## src/design/stbs_pkg.sv

```systemverilog
package stbs_pkg;

	// Index width of the item fields and word width of the table
	localparam int IDX_W  = 10;
	localparam int WORD_W = 32;

	typedef enum logic {
		OP_WRITE  = 1'b0,
		OP_SEARCH = 1'b1
	} op_t;

	typedef struct packed {
		op_t                       op;
		logic [IDX_W-1:0]          write_index;
		logic signed [WORD_W-1:0]  write_data;
		logic signed [WORD_W-1:0]  search_key;
		logic [IDX_W-1:0]          range_first;
		logic [IDX_W-1:0]          range_last;
	} in_item_t;

	typedef struct packed {
		logic             found;
		logic [IDX_W-1:0] position;
	} out_item_t;

	// Controller to datapath commands
	typedef struct packed {
		logic wr;       // store write item into the table
		logic load;     // capture key and range of a search item
		logic first;    // issue first probe at the range midpoint
		logic step;     // narrow range after compare and issue next probe
		logic res_ld;   // load result register
		logic res_hit;  // result is a match
	} dp_cmd_t;

	// Datapath to controller status
	typedef struct packed {
		logic empty;       // current range is empty
		logic eq;          // probed word equals key
		logic next_empty;  // narrowed range would be empty
	} dp_sts_t;

endpackage

```

## src/design/stbs_ctrl.sv

```systemverilog
module stbs_ctrl
	import stbs_pkg::*;
(
	input  logic    clk,
	input  logic    arst_n,
	input  logic    in_valid,
	input  op_t     in_op,
	output logic    in_ready,
	output logic    out_valid,
	input  logic    out_ready,
	input  dp_sts_t sts,
	output dp_cmd_t cmd
);

	typedef enum logic [1:0] {
		S_IDLE,
		S_START,
		S_CMP,
		S_DONE
	} state_t;

	state_t state_q;
	logic   hit_q;
	logic   out_valid_q;

	assign in_ready  = (state_q == S_IDLE);
	assign out_valid = out_valid_q;

	// Command decode
	always_comb begin
		cmd = '0;
		unique case (state_q)
			S_IDLE: begin
				if (in_valid) begin
					if (in_op == OP_WRITE) begin
						cmd.wr = 1'b1;
					end else begin
						cmd.load = 1'b1;
					end
				end
			end
			S_START: begin
				cmd.first = !sts.empty;
			end
			S_CMP: begin
				cmd.step = !sts.eq && !sts.next_empty;
			end
			S_DONE: begin
				if (!out_valid_q || out_ready) begin
					cmd.res_ld  = 1'b1;
					cmd.res_hit = hit_q;
				end
			end
		endcase
	end

	// State and registered outputs
	always_ff @(posedge clk or negedge arst_n) begin
		if (!arst_n) begin
			state_q     <= S_IDLE;
			hit_q       <= 1'b0;
			out_valid_q <= 1'b0;
		end else begin
			unique case (state_q)
				S_IDLE: begin
					if (in_valid && in_op == OP_SEARCH) begin
						state_q <= S_START;
					end
				end
				S_START: begin
					if (sts.empty) begin
						hit_q   <= 1'b0;
						state_q <= S_DONE;
					end else begin
						state_q <= S_CMP;
					end
				end
				S_CMP: begin
					if (sts.eq) begin
						hit_q   <= 1'b1;
						state_q <= S_DONE;
					end else if (sts.next_empty) begin
						hit_q   <= 1'b0;
						state_q <= S_DONE;
					end
				end
				S_DONE: begin
					if (cmd.res_ld) begin
						state_q <= S_IDLE;
					end
				end
			endcase

			if (cmd.res_ld) begin
				out_valid_q <= 1'b1;
			end else if (out_ready) begin
				out_valid_q <= 1'b0;
			end
		end
	end

	// A result never overwrites one that is still waiting
	a_no_overwrite: assert property (@(posedge clk) disable iff (!arst_n)
		cmd.res_ld |-> (!out_valid_q || out_ready))
		else $error("result loaded over pending transfer");

	a_res_shown: assert property (@(posedge clk) disable iff (!arst_n)
		cmd.res_ld |=> out_valid_q)
		else $error("loaded result not presented");

	// Input side is closed while a search is in flight
	a_busy_closed: assert property (@(posedge clk) disable iff (!arst_n)
		cmd.load |=> !in_ready ##1 !in_ready)
		else $error("input accepted during search");

endmodule

```

## config.mk

```make
export PLATFORM = sky130hd
export DESIGN_NAME = stbs_ctrl
export DESIGN_NICKNAME = d
export VERILOG_FILES = /design/src/design/stbs_pkg.sv /design/src/design/stbs_ctrl.sv
export SDC_FILE = /design/constraint.sdc
export NUM_CORES = 1
export LEC_CHECK = 0
export BUFFER_PORTS_ARGS = -buffer_cell sky130_fd_sc_hd__buf_2
export CAP_MARGIN = 10
export CELL_PAD_IN_SITES_DETAIL_PLACEMENT = 1
export CELL_PAD_IN_SITES_GLOBAL_PLACEMENT = 1
export CORE_AREA = 2 2 39 41
export CTS_CLUSTER_SIZE = 12
export DETAILED_ROUTE_END_ITERATION = 6
export DIE_AREA = 0 0 41 43
export PLACE_DENSITY = 0.7
export SETUP_SLACK_MARGIN = 0.3
export SLEW_MARGIN = 20
export SYNTH_ARGS = -nofsm -noshare
export SYNTH_HDL_FRONTEND = slang
export SYNTH_SLANG_ARGS = --single-unit
```

## constraint.sdc

```tcl
create_clock -name clk -period 1.6 [get_ports clk]
set_input_delay 0.08 -clock clk [delete_from_list [all_inputs] [get_ports clk]]
set_output_delay 0.08 -clock clk [all_outputs]
set_load 0.03 [all_outputs]
```

==> metrics.md <==
| Metric | Value |
|---|---|
| Outcome | `complete, no violations` |
| Clk Tree Root Cell | `clkbuf_4` |
| First-pass GRT wire length | `roughly 1400 um` |
| Switching power | `roughly 0.53 mW` |
| H-tree depth | `1` |
| Fin crit period | `around 1500 ps` |
| Clock tree sinks | `4` |
| Die area | `around 1800 um2` |
| Crit-path slowest cell | `dfrtp_2` |
| Int Power | `~0.64 mW` |
| Worst-path cell chain | `ha_1, buf_4, and3_1, buf_2` |
| Sequential share of power | `between 10% and 20%` |
| Multi-input combinational cell area | `about 290 um2` |
| Synth Net Count | `47` |
| Largest net degree at the start of global routing | `7` |
| Clock power frac | `11.4%` |
| TritonCTS buffer count | `3` |
| Post-Syn Area | `about 340 um2` |
| Post-DRT Antenna Nets | `0` |
| Post-synthesis sequential area ratio | `a little under 30%` |
| WP data required | `roughly 1500 ps` |
| R2R depth | `5` |
| Antenna diode count | `0` |
| Top cells by area, synth | `dfrtp_1, ha_1, a221o_1` |
| Combinational family with the most area after synthesis | `simple AND/OR/NAND/NOR gates` |
| HP Class | `in2async` |
| Vias in the first global route | `334` |
| LEAKAGE | `0.280 nW` |
| Post-DP HPWL | `approximately 700 um` |
| Place WS | `roughly 85 ps` |
| Post-synthesis compound-gate area fraction | `about 18%` |
| Syn_area_per_cell | `9.62 um2` |
| Sw Ratio | `a little under half` |
| # port buffers | `15` |
| Total Routing Usage GR | `between 10% and 20%` |
| Initial Util | `24.3%` |
| Drt pass-1 iters | `2` |
| Distinct cells, synth | `19` |
| Initial antenna violation count | `0` |
| FF+latch area | `approximately 100 um2` |
| Slew Limit Headroom | `just over 80%` |
| Overflow left after global routing | `0` |
| Crit path DAT | `between 1000 and 1500 ps` |
| CTS clk-pin slew, worst paths | `~40 ps` |
| XOR/XNOR share of the synthesized area | `0%` |
| Vias per inst | `about 4.6` |
| Via count | `338` |
| Syn Inst Count | `35` |
| DR WL/cell | `12.8 um` |
| Worst slew pin tran | `around 280 ps` |
| Bufs and invs on worst path | `2` |
| Gate power share | `about 70%` |
| Worst-path maximum fanout | `5` |
| Setup slack after layout | `around 140 ps` |
| Adder-cell area share of the yosys netlist | `between 10% and 20%` |
| Clk_lat worst skew | `approximately 250 ps` |
| Filler Cells Inserted | `between 150 and 200` |
| Worst setup path category | `reg2out` |
| Area delta synth->final | `70.6%` |
| Cell Pwr Density | `between 2000 and 2500 nW/um2` |
| Max clock buf depth | `2` |
| Final Hold Fails | `0` |
| Setup_tns | `0 ps` |
| Mux contribution to synthesized area | `roughly 7.4%` |
| Total wire length | `around 930 um` |
| CTS tree | `yes` |
| Std-Cell Core Area | `approximately 1400 um2` |
| Yosys warnings | `0` |
| # setup viols final | `0` |
| Area fraction of the dominant cell type after synthesis | `between 20 and 30%` |
| Fmax achieved | `687 MHz` |
| Residual DRC | `0` |
| Row Count | `14` |
| Worst vdd ir | `roughly 0.65 mV` |
| RSZ-0062 raised after global routing | `true` |
| Die width | `about 41 um` |
| Number of top-level pins | `16` |
| Clk_skew | `8.58 ps` |
| #FFs+latches synth | `4` |
| Period utilisation layout | `between 90% and 100%` |
| Post-synthesis simple-gate area fraction | `25.7%` |
| Max-slew violation count | `0` |
| Critical Path Sink Type | `output port` |
| Initial drt markers | `1` |
| Layout cells sized above 1 | `61.4%` |
| Nets | `just over 70` |
| Die Height | `around 43 um` |
| CP startpoint kind | `flip-flop` |
| Max cap viols | `0` |
| Largest delay contributor family on the critical path | `flip-flops` |
| WP depth | `4` |
| CP max stage delay | `between 400 and 500 ps` |
| Routability cong. | `between 0.7 and 0.8` |
| Post-synth top area cell | `dfrtp_1` |
cell type report:
type                            count  area share (%)
Clock buffer                        3            3.92
Multi-Input combinational cell     27            49.9
Inverter                            4            2.61
Tap cell                           16            3.49
Sequential cell                     4            17.6
Timing Repair Buffer               19            22.4
path summary, 6_finish.rpt:
| kind | startpoint | end | slack (ps) |
|---|---|---|---|
| hold / removal | arst_n | state_q[0] | 170 |
| setup reg to reg | state_q[0] | state_q[1] | 150 |
| min in group clk | out_ready | out_valid | 180 |
| max in group asynchronous | arst_n | state_q[1] | 1290 |
| setup / recovery | state_q[1] | cmd[0] | 140 |
| hold reg to reg | out_valid | out_valid | 560 |
through the flow:
step                power (mW)  area [um2]  instances  hold WS (ps)  util, %
floorplan                0.721         362         35          -216        -
finish                    1.16         574         73           172     41.5
global route              1.25         574         73           199     41.5
detailed placement       0.889         464         67          -102     33.5
CTS                       1.14         554         73           160     40.1
global placement         0.878         464         67          -102     33.5
registers in the layout, summed over array words and instances (netlist names):
register / cells
state_q: 2
hit_q: 1
out_valid: 1
power groups by stage:
| stage | sequential [mW] | combinational, mW | clock, mW |
|---|---|---|---|
| floorplan | 0.231 | 0.490 | 0 |
| global placement | 0.219 | 0.659 | 0 |
| detailed placement | 0.220 | 0.669 | 0 |
| CTS | 0.223 | 0.777 | 0.139 |
| global route | 0.238 | 0.866 | 0.142 |
| finish | 0.225 | 0.805 | 0.133 |
cells by family (layout without fill, tap and decap cells):
| group | Yosys count | after routing |
|---|---|---|
| compound gates | 7 | 7 |
| fa+ha+maj | 4 | 4 |
| buf+inv | 4 | 26 |
| flops | 4 | 4 |
| mux | 2 | 2 |
| simple gates | 14 | 14 |
cell usage after synthesis:
cell type,instances
mux2i_1,1
nor2_1,2
and3_1,1
o21ai_0,1
nand2b_1,3
a221oi_2,1
mux2_4,1
nand3_1,1
nand2_1,3
inv_1,4
dfrtp_1,4
a22oi_1,1
ha_1,4
nor2b_1,2
a211oi_1,1
and2_1,1
a21oi_1,1
a221o_1,2
nor3b_4,1
placed cells by master (no fill, tap or decap), drive strengths merged, types with 2 or more instances in the layout:
cell type  synthesis  final
nor2               2      2
dfrtp              4      4
clkbuf             0      3
buf                0     18
nand2              3      3
ha                 4      4
nor2b              2      2
inv                4      4
a221o              2      2
nand2b             3      3
layer usage:
layer / GRT usage [%] / up-vias / wire length (um)
met5: 0 / - / 0
met4: 12.0 / 0 / 28
met3: 3.14 / 4 / 22
met2: 19.4 / 9 / 487
met1: 12.9 / 155 / 394
li1: - / 170 / -
timing repair:
| action | 4_1_cts | 5_1_grt |
|---|---|---|
| endpoints found under the setup margin | 10 | 9 |
| buffers inserted | 2 | 0 |
| hold endpoints to repair | 4 | 0 |
| hold buffers | 1 | 0 |
| resized for setup | 13 | 4 |
| pin swaps | 2 | 3 |
No activity file was read; power rests on OpenSTA's default activity.
